===== src/hdl/tcphs_pkg.sv =====
`timescale 1ns / 1ps

package tcphs_pkg;

   localparam int WORDS_PER_PKT = 20;
   localparam int WORD_CNT_W    = 5;
   localparam logic [WORD_CNT_W-1:0] WORD_LAST = WORD_CNT_W'(WORDS_PER_PKT - 1);

   localparam int QDEPTH = 4;
   localparam int QPTR_W = 2;
   localparam int QCNT_W = 3;

   localparam int CSR_ADDR_W = 5;

   typedef enum logic [2:0] {
      REG_SOURCE_ADDRESS = 3'd0,
      REG_DEST_ADDRESS   = 3'd1,
      REG_LOCAL_PORT     = 3'd2,
      REG_REMOTE_PORT    = 3'd3,
      REG_SYN_SEQUENCE   = 3'd4,
      REG_ACK_SEQUENCE   = 3'd5,
      REG_WINDOW_SIZE    = 3'd6,
      REG_IP_IDENT       = 3'd7
   } reg_index_type;

   localparam logic [31:0] RST_SOURCE_ADDRESS = 32'h7f00_0001;
   localparam logic [31:0] RST_DEST_ADDRESS   = 32'h7f00_0001;
   localparam logic [15:0] RST_LOCAL_PORT     = 16'd34463;
   localparam logic [15:0] RST_REMOTE_PORT    = 16'd12345;
   localparam logic [31:0] RST_SYN_SEQUENCE   = 32'd200;
   localparam logic [31:0] RST_ACK_SEQUENCE   = 32'd600;
   localparam logic [15:0] RST_WINDOW_SIZE    = 16'd8192;
   localparam logic [15:0] RST_IP_IDENT       = 16'd34463;

   localparam logic [15:0] IP_VER_TOS   = 16'h4500;
   localparam logic [15:0] IP_LENGTH    = 16'd40;
   localparam logic [15:0] IP_FRAG      = 16'h0000;
   localparam logic [15:0] IP_TTL_PROTO = 16'h4006;
   localparam logic [15:0] PSEUDO_CONST = 16'd26;   // protocol 6 + TCP length 20
   localparam logic [15:0] TCP_OFFSET   = 16'h5000;
   localparam logic [15:0] FLAG_SYN     = 16'h0002;
   localparam logic [15:0] FLAG_ACK     = 16'h0010;
   localparam logic [15:0] ZERO_WORD    = 16'h0000;

   localparam logic CMD_START   = 1'b0;
   localparam logic CMD_SEGMENT = 1'b1;

   localparam logic KIND_SYN = 1'b0;
   localparam logic KIND_ACK = 1'b1;

   typedef enum logic [1:0] {
      PH_IDLE    = 2'd0,
      PH_WAITING = 2'd1,
      PH_DONE    = 2'd2
   } phase_type;

   typedef struct packed {
      logic [31:0] source_address;
      logic [31:0] dest_address;
      logic [15:0] local_port;
      logic [15:0] remote_port;
      logic [31:0] syn_sequence;
      logic [31:0] ack_sequence;
      logic [15:0] window_size;
      logic [15:0] ip_ident;
   } cfg_type;

   typedef struct packed {
      logic [31:0] seq;
      logic [31:0] ackno;
      logic        kind;
      logic [15:0] ip_csum;
      logic [15:0] tcp_csum;
   } entry_type;

endpackage


===== src/hdl/tcphs_ifs.sv =====
`timescale 1ns / 1ps

interface tcphs_req_if;
   logic        valid;
   logic        ready;
   logic        command;
   logic [15:0] rx_source_port;
   logic [15:0] rx_dest_port;
   logic        rx_syn;
   logic        rx_ack;
   logic [31:0] rx_sequence;

   modport source (output valid, command, rx_source_port, rx_dest_port, rx_syn, rx_ack,
                   rx_sequence, input ready);
   modport sink   (input valid, command, rx_source_port, rx_dest_port, rx_syn, rx_ack,
                   rx_sequence, output ready);
endinterface

interface tcphs_rsp_if;
   logic        valid;
   logic        ready;
   logic [15:0] packet_word;
   logic        last_word;
   logic        packet_kind;

   modport source (output valid, packet_word, last_word, packet_kind, input ready);
   modport sink   (input valid, packet_word, last_word, packet_kind, output ready);
endinterface


===== src/hdl/tcphs_csr.sv =====
`timescale 1ns / 1ps

module tcphs_csr (
   input  logic                           clock,
   input  logic                           reset,
   input  logic                           csr_psel,
   input  logic                           csr_penable,
   input  logic                           csr_pwrite,
   input  logic [tcphs_pkg::CSR_ADDR_W-1:0] csr_paddr,
   input  logic [31:0]                    csr_pwdata,
   output logic [31:0]                    csr_prdata,
   output logic                           csr_pready,
   output tcphs_pkg::cfg_type             cfg
);
   import tcphs_pkg::*;

   cfg_type       cfg_ff;
   cfg_type       cfg_in;
   reg_index_type idx;
   logic          wr_en;

   assign csr_pready = 1'b1;
   assign idx        = reg_index_type'(csr_paddr[CSR_ADDR_W-1:2]);
   assign wr_en      = csr_psel && csr_penable && csr_pwrite && csr_pready;
   assign cfg        = cfg_ff;

   always_comb begin
      cfg_in = cfg_ff;
      if (wr_en) begin
         unique case (idx)
            REG_SOURCE_ADDRESS: cfg_in.source_address = csr_pwdata;
            REG_DEST_ADDRESS:   cfg_in.dest_address   = csr_pwdata;
            REG_LOCAL_PORT:     cfg_in.local_port     = csr_pwdata[15:0];
            REG_REMOTE_PORT:    cfg_in.remote_port    = csr_pwdata[15:0];
            REG_SYN_SEQUENCE:   cfg_in.syn_sequence   = csr_pwdata;
            REG_ACK_SEQUENCE:   cfg_in.ack_sequence   = csr_pwdata;
            REG_WINDOW_SIZE:    cfg_in.window_size    = csr_pwdata[15:0];
            REG_IP_IDENT:       cfg_in.ip_ident       = csr_pwdata[15:0];
            default:            cfg_in = cfg_ff;
         endcase
      end
   end

   always_comb begin
      unique case (idx)
         REG_SOURCE_ADDRESS: csr_prdata = cfg_ff.source_address;
         REG_DEST_ADDRESS:   csr_prdata = cfg_ff.dest_address;
         REG_LOCAL_PORT:     csr_prdata = {16'h0000, cfg_ff.local_port};
         REG_REMOTE_PORT:    csr_prdata = {16'h0000, cfg_ff.remote_port};
         REG_SYN_SEQUENCE:   csr_prdata = cfg_ff.syn_sequence;
         REG_ACK_SEQUENCE:   csr_prdata = cfg_ff.ack_sequence;
         REG_WINDOW_SIZE:    csr_prdata = {16'h0000, cfg_ff.window_size};
         REG_IP_IDENT:       csr_prdata = {16'h0000, cfg_ff.ip_ident};
         default:            csr_prdata = 32'h0000_0000;
      endcase
   end

   always_ff @(posedge clock) begin
      if (reset) begin
         cfg_ff.source_address <= RST_SOURCE_ADDRESS;
         cfg_ff.dest_address   <= RST_DEST_ADDRESS;
         cfg_ff.local_port     <= RST_LOCAL_PORT;
         cfg_ff.remote_port    <= RST_REMOTE_PORT;
         cfg_ff.syn_sequence   <= RST_SYN_SEQUENCE;
         cfg_ff.ack_sequence   <= RST_ACK_SEQUENCE;
         cfg_ff.window_size    <= RST_WINDOW_SIZE;
         cfg_ff.ip_ident       <= RST_IP_IDENT;
      end else begin
         cfg_ff <= cfg_in;
      end
   end

endmodule


===== src/hdl/tcphs_front.sv =====
`timescale 1ns / 1ps

module tcphs_front (
   input  logic                         clock,
   input  logic                         reset,
   tcphs_req_if.sink                    req_chan,
   input  tcphs_pkg::cfg_type           cfg,
   input  logic [tcphs_pkg::QCNT_W-1:0] q_count,
   output logic                         push,
   output tcphs_pkg::entry_type         push_data
);
   import tcphs_pkg::*;

   function automatic logic [15:0] csum_fold(input logic [19:0] s);
      logic [16:0] f;
      logic [15:0] g;
      f = {1'b0, s[15:0]} + {13'b0, s[19:16]};
      g = f[15:0] + {15'b0, f[16]};
      return ~g;
   endfunction

   phase_type   phase_ff, phase_in;
   logic [31:0] peer_seq_ff, peer_seq_in;
   logic        hit, is_start, is_match, emit;
   logic [QCNT_W:0] in_flight;

   // stage 1
   logic        v1_ff;
   logic        kind1_ff;
   logic [31:0] seq1_ff;
   // stage 2
   logic        v2_ff;
   logic        kind2_ff;
   logic [31:0] seq2_ff, ack2_ff;
   logic [17:0] ip_a2_ff, ip_b2_ff, tcp_c2_ff;
   logic [18:0] tcp_b2_ff;
   // stage 3
   logic        v3_ff;
   logic        kind3_ff;
   logic [31:0] seq3_ff, ack3_ff;
   logic [18:0] ip_sum3_ff;
   logic [19:0] tcp_sum3_ff;

   logic [31:0] ackno1;
   logic [15:0] flags1;
   logic [17:0] ip_a1, ip_b1, tcp_c1;
   logic [18:0] tcp_b1;

   assign in_flight = {{(QCNT_W){1'b0}}, v1_ff} + {{(QCNT_W){1'b0}}, v2_ff}
                    + {{(QCNT_W){1'b0}}, v3_ff} + {1'b0, q_count};
   assign req_chan.ready = (in_flight < (QCNT_W+1)'(QDEPTH));
   assign hit      = req_chan.valid && req_chan.ready;
   assign is_start = (req_chan.command == CMD_START);

   // phase: next state
   always_comb begin
      phase_in = phase_ff;
      if (hit) begin
         if (is_start) begin
            phase_in = PH_WAITING;
         end else if (is_match) begin
            phase_in = PH_DONE;
         end
      end
   end

   // phase: outputs
   always_comb begin
      is_match = 1'b0;
      unique case (phase_ff)
         PH_WAITING: is_match = (req_chan.rx_source_port == cfg.remote_port)
                              && (req_chan.rx_dest_port == cfg.local_port)
                              && req_chan.rx_syn && req_chan.rx_ack;
         default:    is_match = 1'b0;
      endcase
   end

   assign emit        = hit && (is_start || is_match);
   assign peer_seq_in = (hit && !is_start && is_match) ? req_chan.rx_sequence : peer_seq_ff;

   always_comb begin
      ackno1 = (kind1_ff == KIND_ACK) ? peer_seq_ff + 32'd1 : 32'd0;
      flags1 = (kind1_ff == KIND_ACK) ? FLAG_ACK : FLAG_SYN;
      ip_a1  = {2'b0, IP_VER_TOS} + {2'b0, IP_LENGTH} + {2'b0, cfg.ip_ident}
             + {2'b0, IP_TTL_PROTO};
      ip_b1  = {2'b0, cfg.source_address[31:16]} + {2'b0, cfg.source_address[15:0]}
             + {2'b0, cfg.dest_address[31:16]} + {2'b0, cfg.dest_address[15:0]};
      tcp_b1 = {3'b0, cfg.local_port} + {3'b0, cfg.remote_port} + {3'b0, PSEUDO_CONST}
             + {3'b0, cfg.window_size} + {3'b0, TCP_OFFSET | flags1};
      tcp_c1 = {2'b0, seq1_ff[31:16]} + {2'b0, seq1_ff[15:0]}
             + {2'b0, ackno1[31:16]} + {2'b0, ackno1[15:0]};
   end

   always_ff @(posedge clock) begin
      if (reset) begin
         phase_ff    <= PH_IDLE;
         peer_seq_ff <= 32'd0;
         v1_ff       <= 1'b0;
         v2_ff       <= 1'b0;
         v3_ff       <= 1'b0;
      end else begin
         phase_ff    <= phase_in;
         peer_seq_ff <= peer_seq_in;
         v1_ff       <= emit;
         v2_ff       <= v1_ff;
         v3_ff       <= v2_ff;
      end
   end

   always_ff @(posedge clock) begin
      kind1_ff    <= is_start ? KIND_SYN : KIND_ACK;
      seq1_ff     <= is_start ? cfg.syn_sequence : cfg.ack_sequence;

      kind2_ff    <= kind1_ff;
      seq2_ff     <= seq1_ff;
      ack2_ff     <= ackno1;
      ip_a2_ff    <= ip_a1;
      ip_b2_ff    <= ip_b1;
      tcp_b2_ff   <= tcp_b1;
      tcp_c2_ff   <= tcp_c1;

      kind3_ff    <= kind2_ff;
      seq3_ff     <= seq2_ff;
      ack3_ff     <= ack2_ff;
      ip_sum3_ff  <= {1'b0, ip_a2_ff} + {1'b0, ip_b2_ff};
      tcp_sum3_ff <= {2'b0, ip_b2_ff} + {1'b0, tcp_b2_ff} + {2'b0, tcp_c2_ff};
   end

   assign push               = v3_ff;
   assign push_data.seq      = seq3_ff;
   assign push_data.ackno    = ack3_ff;
   assign push_data.kind     = kind3_ff;
   assign push_data.ip_csum  = csum_fold({1'b0, ip_sum3_ff});
   assign push_data.tcp_csum = csum_fold(tcp_sum3_ff);

endmodule


===== src/hdl/tcphs_fifo.sv =====
`timescale 1ns / 1ps

module tcphs_fifo (
   input  logic                         clock,
   input  logic                         reset,
   input  logic                         push,
   input  tcphs_pkg::entry_type         push_data,
   input  logic                         pop,
   output tcphs_pkg::entry_type         head,
   output logic [tcphs_pkg::QCNT_W-1:0] count
);
   import tcphs_pkg::*;

   entry_type         mem_ff [QDEPTH];
   logic [QPTR_W-1:0] wr_ptr_ff, rd_ptr_ff;
   logic [QCNT_W-1:0] count_ff, count_in;

   assign head  = mem_ff[rd_ptr_ff];
   assign count = count_ff;

   always_comb begin
      count_in = count_ff;
      if (push && !pop) begin
         count_in = count_ff + QCNT_W'(1);
      end else if (pop && !push) begin
         count_in = count_ff - QCNT_W'(1);
      end
   end

   always_ff @(posedge clock) begin
      if (reset) begin
         wr_ptr_ff <= '0;
         rd_ptr_ff <= '0;
         count_ff  <= '0;
      end else begin
         count_ff <= count_in;
         if (push) begin
            wr_ptr_ff <= wr_ptr_ff + QPTR_W'(1);
         end
         if (pop) begin
            rd_ptr_ff <= rd_ptr_ff + QPTR_W'(1);
         end
      end
   end

   always_ff @(posedge clock) begin
      if (push) begin
         mem_ff[wr_ptr_ff] <= push_data;
      end
   end

endmodule


===== src/hdl/tcphs_back.sv =====
`timescale 1ns / 1ps

module tcphs_back (
   input  logic                         clock,
   input  logic                         reset,
   input  tcphs_pkg::cfg_type           cfg,
   input  tcphs_pkg::entry_type         head,
   input  logic [tcphs_pkg::QCNT_W-1:0] q_count,
   output logic                         pop,
   tcphs_rsp_if.source                  rsp_chan
);
   import tcphs_pkg::*;

   logic [WORD_CNT_W-1:0] cnt_ff, cnt_in;
   logic                  out_valid_ff, out_valid_in;
   logic [15:0]           word_ff, word_in;
   logic                  last_ff, kind_ff;
   logic                  advance, have;
   logic [15:0]           flags;

   assign have    = (q_count != '0);
   assign advance = have && (!out_valid_ff || rsp_chan.ready);
   assign pop     = advance && (cnt_ff == WORD_LAST);
   assign flags   = (head.kind == KIND_ACK) ? FLAG_ACK : FLAG_SYN;

   always_comb begin
      case (cnt_ff)
         5'd0:    word_in = IP_VER_TOS;
         5'd1:    word_in = IP_LENGTH;
         5'd2:    word_in = cfg.ip_ident;
         5'd3:    word_in = IP_FRAG;
         5'd4:    word_in = IP_TTL_PROTO;
         5'd5:    word_in = head.ip_csum;
         5'd6:    word_in = cfg.source_address[31:16];
         5'd7:    word_in = cfg.source_address[15:0];
         5'd8:    word_in = cfg.dest_address[31:16];
         5'd9:    word_in = cfg.dest_address[15:0];
         5'd10:   word_in = cfg.local_port;
         5'd11:   word_in = cfg.remote_port;
         5'd12:   word_in = head.seq[31:16];
         5'd13:   word_in = head.seq[15:0];
         5'd14:   word_in = head.ackno[31:16];
         5'd15:   word_in = head.ackno[15:0];
         5'd16:   word_in = TCP_OFFSET | flags;
         5'd17:   word_in = cfg.window_size;
         5'd18:   word_in = head.tcp_csum;
         default: word_in = ZERO_WORD;
      endcase
   end

   always_comb begin
      cnt_in       = cnt_ff;
      out_valid_in = out_valid_ff && !rsp_chan.ready;
      if (advance) begin
         out_valid_in = 1'b1;
         cnt_in       = (cnt_ff == WORD_LAST) ? '0 : cnt_ff + WORD_CNT_W'(1);
      end
   end

   always_ff @(posedge clock) begin
      if (reset) begin
         cnt_ff       <= '0;
         out_valid_ff <= 1'b0;
      end else begin
         cnt_ff       <= cnt_in;
         out_valid_ff <= out_valid_in;
      end
   end

   always_ff @(posedge clock) begin
      if (advance) begin
         word_ff <= word_in;
         last_ff <= (cnt_ff == WORD_LAST);
         kind_ff <= head.kind;
      end
   end

   assign rsp_chan.valid       = out_valid_ff;
   assign rsp_chan.packet_word = word_ff;
   assign rsp_chan.last_word   = last_ff;
   assign rsp_chan.packet_kind = kind_ff;

endmodule


===== src/hdl/tcp_handshake_client_framer_top.sv =====
`timescale 1ns / 1ps

// TCP handshake client framer. A start transfer emits a 20-word SYN header
// and a matching SYN+ACK segment while waiting emits a 20-word ACK header,
// one word per cycle while the receiver is ready; other segments are
// consumed and produce nothing. The output word register is the pacing
// point. The front end checks the phase and computes both checksums in a
// 3-stage pipe, whose result then passes through the queue and the output
// word register, and parks up to four headers in the queue, so req_ready
// drops only when four are pending in pipe and queue together.
// Registers sit at byte address 4*index and must be written while idle.

module tcp_handshake_client_framer_top (
   input  logic                           clock,
   input  logic                           reset,
   tcphs_req_if.sink                      req_chan,
   tcphs_rsp_if.source                    rsp_chan,
   input  logic                           csr_psel,
   input  logic                           csr_penable,
   input  logic                           csr_pwrite,
   input  logic [tcphs_pkg::CSR_ADDR_W-1:0] csr_paddr,
   input  logic [31:0]                    csr_pwdata,
   output logic [31:0]                    csr_prdata,
   output logic                           csr_pready
);
   import tcphs_pkg::*;

   cfg_type           cfg;
   entry_type         push_data, head;
   logic              push, pop;
   logic [QCNT_W-1:0] q_count;

   tcphs_csr u_csr (
      .clock       (clock),
      .reset       (reset),
      .csr_psel    (csr_psel),
      .csr_penable (csr_penable),
      .csr_pwrite  (csr_pwrite),
      .csr_paddr   (csr_paddr),
      .csr_pwdata  (csr_pwdata),
      .csr_prdata  (csr_prdata),
      .csr_pready  (csr_pready),
      .cfg         (cfg)
   );

   tcphs_front u_front (
      .clock     (clock),
      .reset     (reset),
      .req_chan  (req_chan),
      .cfg       (cfg),
      .q_count   (q_count),
      .push      (push),
      .push_data (push_data)
   );

   tcphs_fifo u_fifo (
      .clock     (clock),
      .reset     (reset),
      .push      (push),
      .push_data (push_data),
      .pop       (pop),
      .head      (head),
      .count     (q_count)
   );

   tcphs_back u_back (
      .clock    (clock),
      .reset    (reset),
      .cfg      (cfg),
      .head     (head),
      .q_count  (q_count),
      .pop      (pop),
      .rsp_chan (rsp_chan)
   );

endmodule


===== src/flat_wrapper.sv =====
// flat-port wrapper written by rule: the top's interface ports become plain ports
module tcp_handshake_client_framer_top_flat import tcphs_pkg::*;
  (clock, reset, csr_psel, csr_penable, csr_pwrite, csr_paddr, csr_pwdata, csr_prdata, csr_pready, req_chan_valid, req_chan_command, req_chan_rx_source_port, req_chan_rx_dest_port, req_chan_rx_syn, req_chan_rx_ack, req_chan_rx_sequence, req_chan_ready, rsp_chan_valid, rsp_chan_packet_word, rsp_chan_last_word, rsp_chan_packet_kind, rsp_chan_ready);
  tcphs_req_if req_chan_i ();
  tcphs_rsp_if rsp_chan_i ();
  input  logic clock;
  input  logic reset;
  input  logic csr_psel;
  input  logic csr_penable;
  input  logic csr_pwrite;
  input  logic [tcphs_pkg::CSR_ADDR_W-1:0] csr_paddr;
  input  logic [31:0] csr_pwdata;
  output logic [31:0] csr_prdata;
  output logic csr_pready;
  input wire logic [$bits(req_chan_i.valid)-1:0] req_chan_valid;
  input wire logic [$bits(req_chan_i.command)-1:0] req_chan_command;
  input wire logic [$bits(req_chan_i.rx_source_port)-1:0] req_chan_rx_source_port;
  input wire logic [$bits(req_chan_i.rx_dest_port)-1:0] req_chan_rx_dest_port;
  input wire logic [$bits(req_chan_i.rx_syn)-1:0] req_chan_rx_syn;
  input wire logic [$bits(req_chan_i.rx_ack)-1:0] req_chan_rx_ack;
  input wire logic [$bits(req_chan_i.rx_sequence)-1:0] req_chan_rx_sequence;
  output wire logic [$bits(req_chan_i.ready)-1:0] req_chan_ready;
  output wire logic [$bits(rsp_chan_i.valid)-1:0] rsp_chan_valid;
  output wire logic [$bits(rsp_chan_i.packet_word)-1:0] rsp_chan_packet_word;
  output wire logic [$bits(rsp_chan_i.last_word)-1:0] rsp_chan_last_word;
  output wire logic [$bits(rsp_chan_i.packet_kind)-1:0] rsp_chan_packet_kind;
  input wire logic [$bits(rsp_chan_i.ready)-1:0] rsp_chan_ready;
  assign req_chan_i.valid = req_chan_valid;
  assign req_chan_i.command = req_chan_command;
  assign req_chan_i.rx_source_port = req_chan_rx_source_port;
  assign req_chan_i.rx_dest_port = req_chan_rx_dest_port;
  assign req_chan_i.rx_syn = req_chan_rx_syn;
  assign req_chan_i.rx_ack = req_chan_rx_ack;
  assign req_chan_i.rx_sequence = req_chan_rx_sequence;
  assign req_chan_ready = req_chan_i.ready;
  assign rsp_chan_valid = rsp_chan_i.valid;
  assign rsp_chan_packet_word = rsp_chan_i.packet_word;
  assign rsp_chan_last_word = rsp_chan_i.last_word;
  assign rsp_chan_packet_kind = rsp_chan_i.packet_kind;
  assign rsp_chan_i.ready = rsp_chan_ready;
  tcp_handshake_client_framer_top u_core (.clock(clock), .reset(reset), .req_chan(req_chan_i), .rsp_chan(rsp_chan_i), .csr_psel(csr_psel), .csr_penable(csr_penable), .csr_pwrite(csr_pwrite), .csr_paddr(csr_paddr), .csr_pwdata(csr_pwdata), .csr_prdata(csr_prdata), .csr_pready(csr_pready));
endmodule

===== config.mk =====
export PLATFORM = sky130hd
export DESIGN_NAME = tcp_handshake_client_framer_top_flat
export DESIGN_NICKNAME = d
export VERILOG_FILES = /design/src/hdl/tcphs_pkg.sv /design/src/hdl/tcphs_ifs.sv /design/src/hdl/tcphs_csr.sv /design/src/hdl/tcphs_front.sv /design/src/hdl/tcphs_fifo.sv /design/src/hdl/tcphs_back.sv /design/src/hdl/tcp_handshake_client_framer_top.sv /design/src/flat_wrapper.sv
export SDC_FILE = /design/constraint.sdc
export NUM_CORES = 2
export LEC_CHECK = 0
export ABC_AREA = 1
export BUFFER_PORTS_ARGS = -buffer_cell sky130_fd_sc_hd__clkbuf_2
export CORE_MARGIN = 2
export CORE_UTILIZATION = 35
export CTS_BUF_LIST = sky130_fd_sc_hd__clkbuf_16
export CTS_CLUSTER_DIAMETER = 60
export CTS_CLUSTER_SIZE = 30
export DETAILED_ROUTE_END_ITERATION = 6
export SLEW_MARGIN = 20
export SYNTH_ARGS = -nofsm -noshare
export SYNTH_HDL_FRONTEND = slang
export SYNTH_HIERARCHICAL = 1
export SYNTH_SLANG_ARGS = --single-unit

===== constraint.sdc =====
create_clock -name clock -period 6.9 [get_ports clock]
set_input_delay 1.035 -clock clock [delete_from_list [all_inputs] [get_ports clock]]
set_output_delay 1.035 -clock clock [all_outputs]
set_load 0.005 [all_outputs]

==> results.cfg <==
[status]
outcome = finished clean

[floorplanning]
die_area_sq_mm = 0.128
die_height_um = 358
rows = 129
start_util = 0.353
pin_count = 164
die_w_um = 358
core-area_sq_mm = 0.124

[sta]
hold_viol = 0
finalCritPeriodShare = 0.663
post-route-min-period_ps = 4580
fin_ws_ps = 2320
fmax_ghz = 0.219
setup_viol = 0
slew_headroom = 0.245
slew_viol_final = 0
whs_ps = 314
tightest_slew_ps = 1130
setup_tns_ps = 0
skew_ps = 47.8
rsz0062_at_grt = no

[clock_tree]
cts_setup_buffers = 0
cts_hold_buf = 0
clock-sinks = 924
clkSlewWorstSetupHoldPaths_ps = 100
cts_buffer_depth = 3
cts_tree = done
clk_latency_ps = 680
cts_root_buffer = clkbuf_16
htree_levels = 3
numCtsBuffers = 81
ctsResizeCount = 0

[logic_synthesis]
syn_area_sq_mm = 0.0438
synthMostInstantiatedCell = nand2_1
ys_types = 60
synthTopCellsByArea = edfxtp_1 (28%), dfxtp_1 (24%), nand2_1 (9.0%)
ys_seq_elements = 924
synth_flop_cell = dfxtp_1
synth_area_leader_cell = edfxtp_1
synth-edff-count = 406
synth-seq-area-share = 0.515
synth_common_cells = nand2_1 (1045), nor2_1 (800), dfxtp_1 (518), edfxtp_1 (406), inv_1 (391)
ys_warn_count = 6
synth_cells = 4946
synthArstFlopShare = 0
avgSynthCellArea_sq_um = 8.85
netlist.area_leader.share = 0.278
synth_nets = 5301

[critical_path]
worst-path-max-fanout = 41
crit_arrival_ps = 3540
start_kind = input port
rr_startpoint = u_core/u_front/peer_seq_ff[0]$_SDFFE_PP0P_
crit_end = csr_prdata[12]
critPathKind = in -> out
rrSetupSlack_ps = 2640
worstReg2RegEnd = u_core/u_front/tcp_c2_ff[16]$_DFF_P_
cp.required_ps = 5860
end_kind = output pin
cp-startpoint = csr_paddr[3]
r2r_cells = 21

[routing]
dr.pass1.iters = 6
finalWirelength_mm = 157
routed-via-count = 35600
viasPerCell = 5.28
drc = 0
ant_nets = 0
drtIter0Drc = 4454
routedWlPerCell_um = 23.3

[cells_and_area]
stdcell_area_sq_mm = 0.0490
regArea_sq_mm = 0.0226
multi_input_area_sq_mm = 0.0186
nets = 5386
utilization = 0.395
synthToLayoutAreaGrowth_pct = 12.0
layout-drive-gt1-share = 0.0910
nFillCells = 12400

[power]
p_leak_uw = 0.0211
peakVddDrop_mv = 0.166
powerDensity_mw_per_mm2 = 269

[global_routing]
met3_usage = 0.0418
use_met1 = 0.334
grt_pass1_wl_mm = 222
grt-ovfl-total = 0
antenna_found_initial = 9
grt_max_degree = 89
busiest_layer = met2
grt_use_total = 0.239
grt_pass1_vias = 32400
met2_usage = 0.355

[placed_design]
numPortBuffers = 160
place_ws_ps = 2410
placed_area_sq_mm = 0.0460
dp_hpwl_mm = 115
place.gp.congestion = 1.03

[run]
maxCapViolCount = 0

[hold_path]
hold_path.class = reg -> reg
[worst max-delay path, stage by stage]
cell and delay (ps):
clkbuf_2 80, buf_4 270, nor2_4 410, nand2_1 150, inv_1 850, buf_4 310
nand2_1 80, nand3_1 160, clkbuf_2 170
[how the worst min path moves through the flow]
stage / from / to / slack, ps / cells past startpoint
global placement: u_core/u_front/seq2_ff[26]$_DFF_P_ / u_core/u_front/seq3_ff[26]$_DFF_P_ / 310 / 0
global route: u_core/u_front/ack2_ff[31]$_DFF_P_ / u_core/u_front/ack3_ff[31]$_DFF_P_ / 310 / 0
finish: u_core/u_front/seq2_ff[20]$_DFF_P_ / u_core/u_front/seq3_ff[20]$_DFF_P_ / 310 / 0
floorplan: u_core/u_front/ack2_ff[0]$_DFF_P_ / u_core/u_front/ack3_ff[0]$_DFF_P_ / 310 / 0
detailed placement: u_core/u_front/ack2_ff[12]$_DFF_P_ / u_core/u_front/ack3_ff[12]$_DFF_P_ / 310 / 0
CTS: u_core/u_front/seq2_ff[20]$_DFF_P_ / u_core/u_front/seq3_ff[20]$_DFF_P_ / 310 / 0
[state kept, by name, indices dropped and copies added, names as in the netlist, 18 cells and up, named ones only]
name and cells:
u_core/u_front/seq1_ff 32, u_core/u_front/ip_b2_ff 18, u_core/u_front/seq2_ff 32, u_core/u_front/tcp_b2_ff 19, u_core/u_front/tcp_c2_ff 18, u_core/u_front/ack2_ff 32
u_core/u_front/ack3_ff 32, u_core/u_front/peer_seq_ff 32, u_core/u_front/seq3_ff 32, u_core/u_front/tcp_sum3_ff 20, u_core/u_csr/cfg 192, u_core/u_fifo/mem_ff 388
u_core/u_front/ip_sum3_ff 19
[report_power, final]
part	internal, uW	switching (uW)
Clock	2510	2490
Combinational	631	1380
Sequential	6000	191
Total	9150	4050
[cell type report]
class                   instances  share of cell area
flip-flops and latches        924               0.460
repair buffers                212              0.0243
clock buffers                  85              0.0434
inverters                     411              0.0318
well taps                    1637              0.0418
diodes                          3            0.000153
multi-input cells            3401               0.380
clock inverters                67              0.0182
[metrics by stage]
step | total power [uW] | std cells
finish | 13200 | 6740
floorplan | 7610 | 4946
global placement | 8290 | 6585
CTS | 13300 | 6737
global route | 13700 | 6737
detailed placement | 8310 | 6585
[placed cells by master, fill, tap and decap left out, drive strengths merged, types with 6 or more instances in the layout]
cell type / instances
nand3: 243
o21a: 6
a21o: 7
clkbuf: 245
edfxtp: 406
clkinv: 27
nand2: 1060
o21ai: 398
o22ai: 97
buf: 52
inv: 447
nor3: 46
nor3b: 7
xnor2: 38
a21oi: 95
a31oi: 6
xor2: 96
nor2: 835
fa: 106
nand4: 169
dfxtp: 518
or2: 8
nor4: 10
ha: 138
[per-layer routing]
| metal | vias up | part of all wire |
|---|---|---|
| met1 | 16900 | 0.43 |
| met5 | - | 0.00040 |
| li1 | 16600 | - |
| met3 | 315 | 0.088 |
| met4 | 10 | 0.056 |
| met2 | 1737 | 0.43 |
[logic make-up after synthesis]
group,count (synthesis),share of synthesized area
adder cells (fa/ha/maj),244,0.0879
other,1,0.0000856
flip-flops,924,0.515
AND/OR/NAND/NOR,2387,0.231
XOR/XNOR,134,0.0278
AO/OA/AOI/OAI,635,0.0781
buffers and inverters,621,0.0596
No activity file was read; power rests on OpenSTA's default activity.
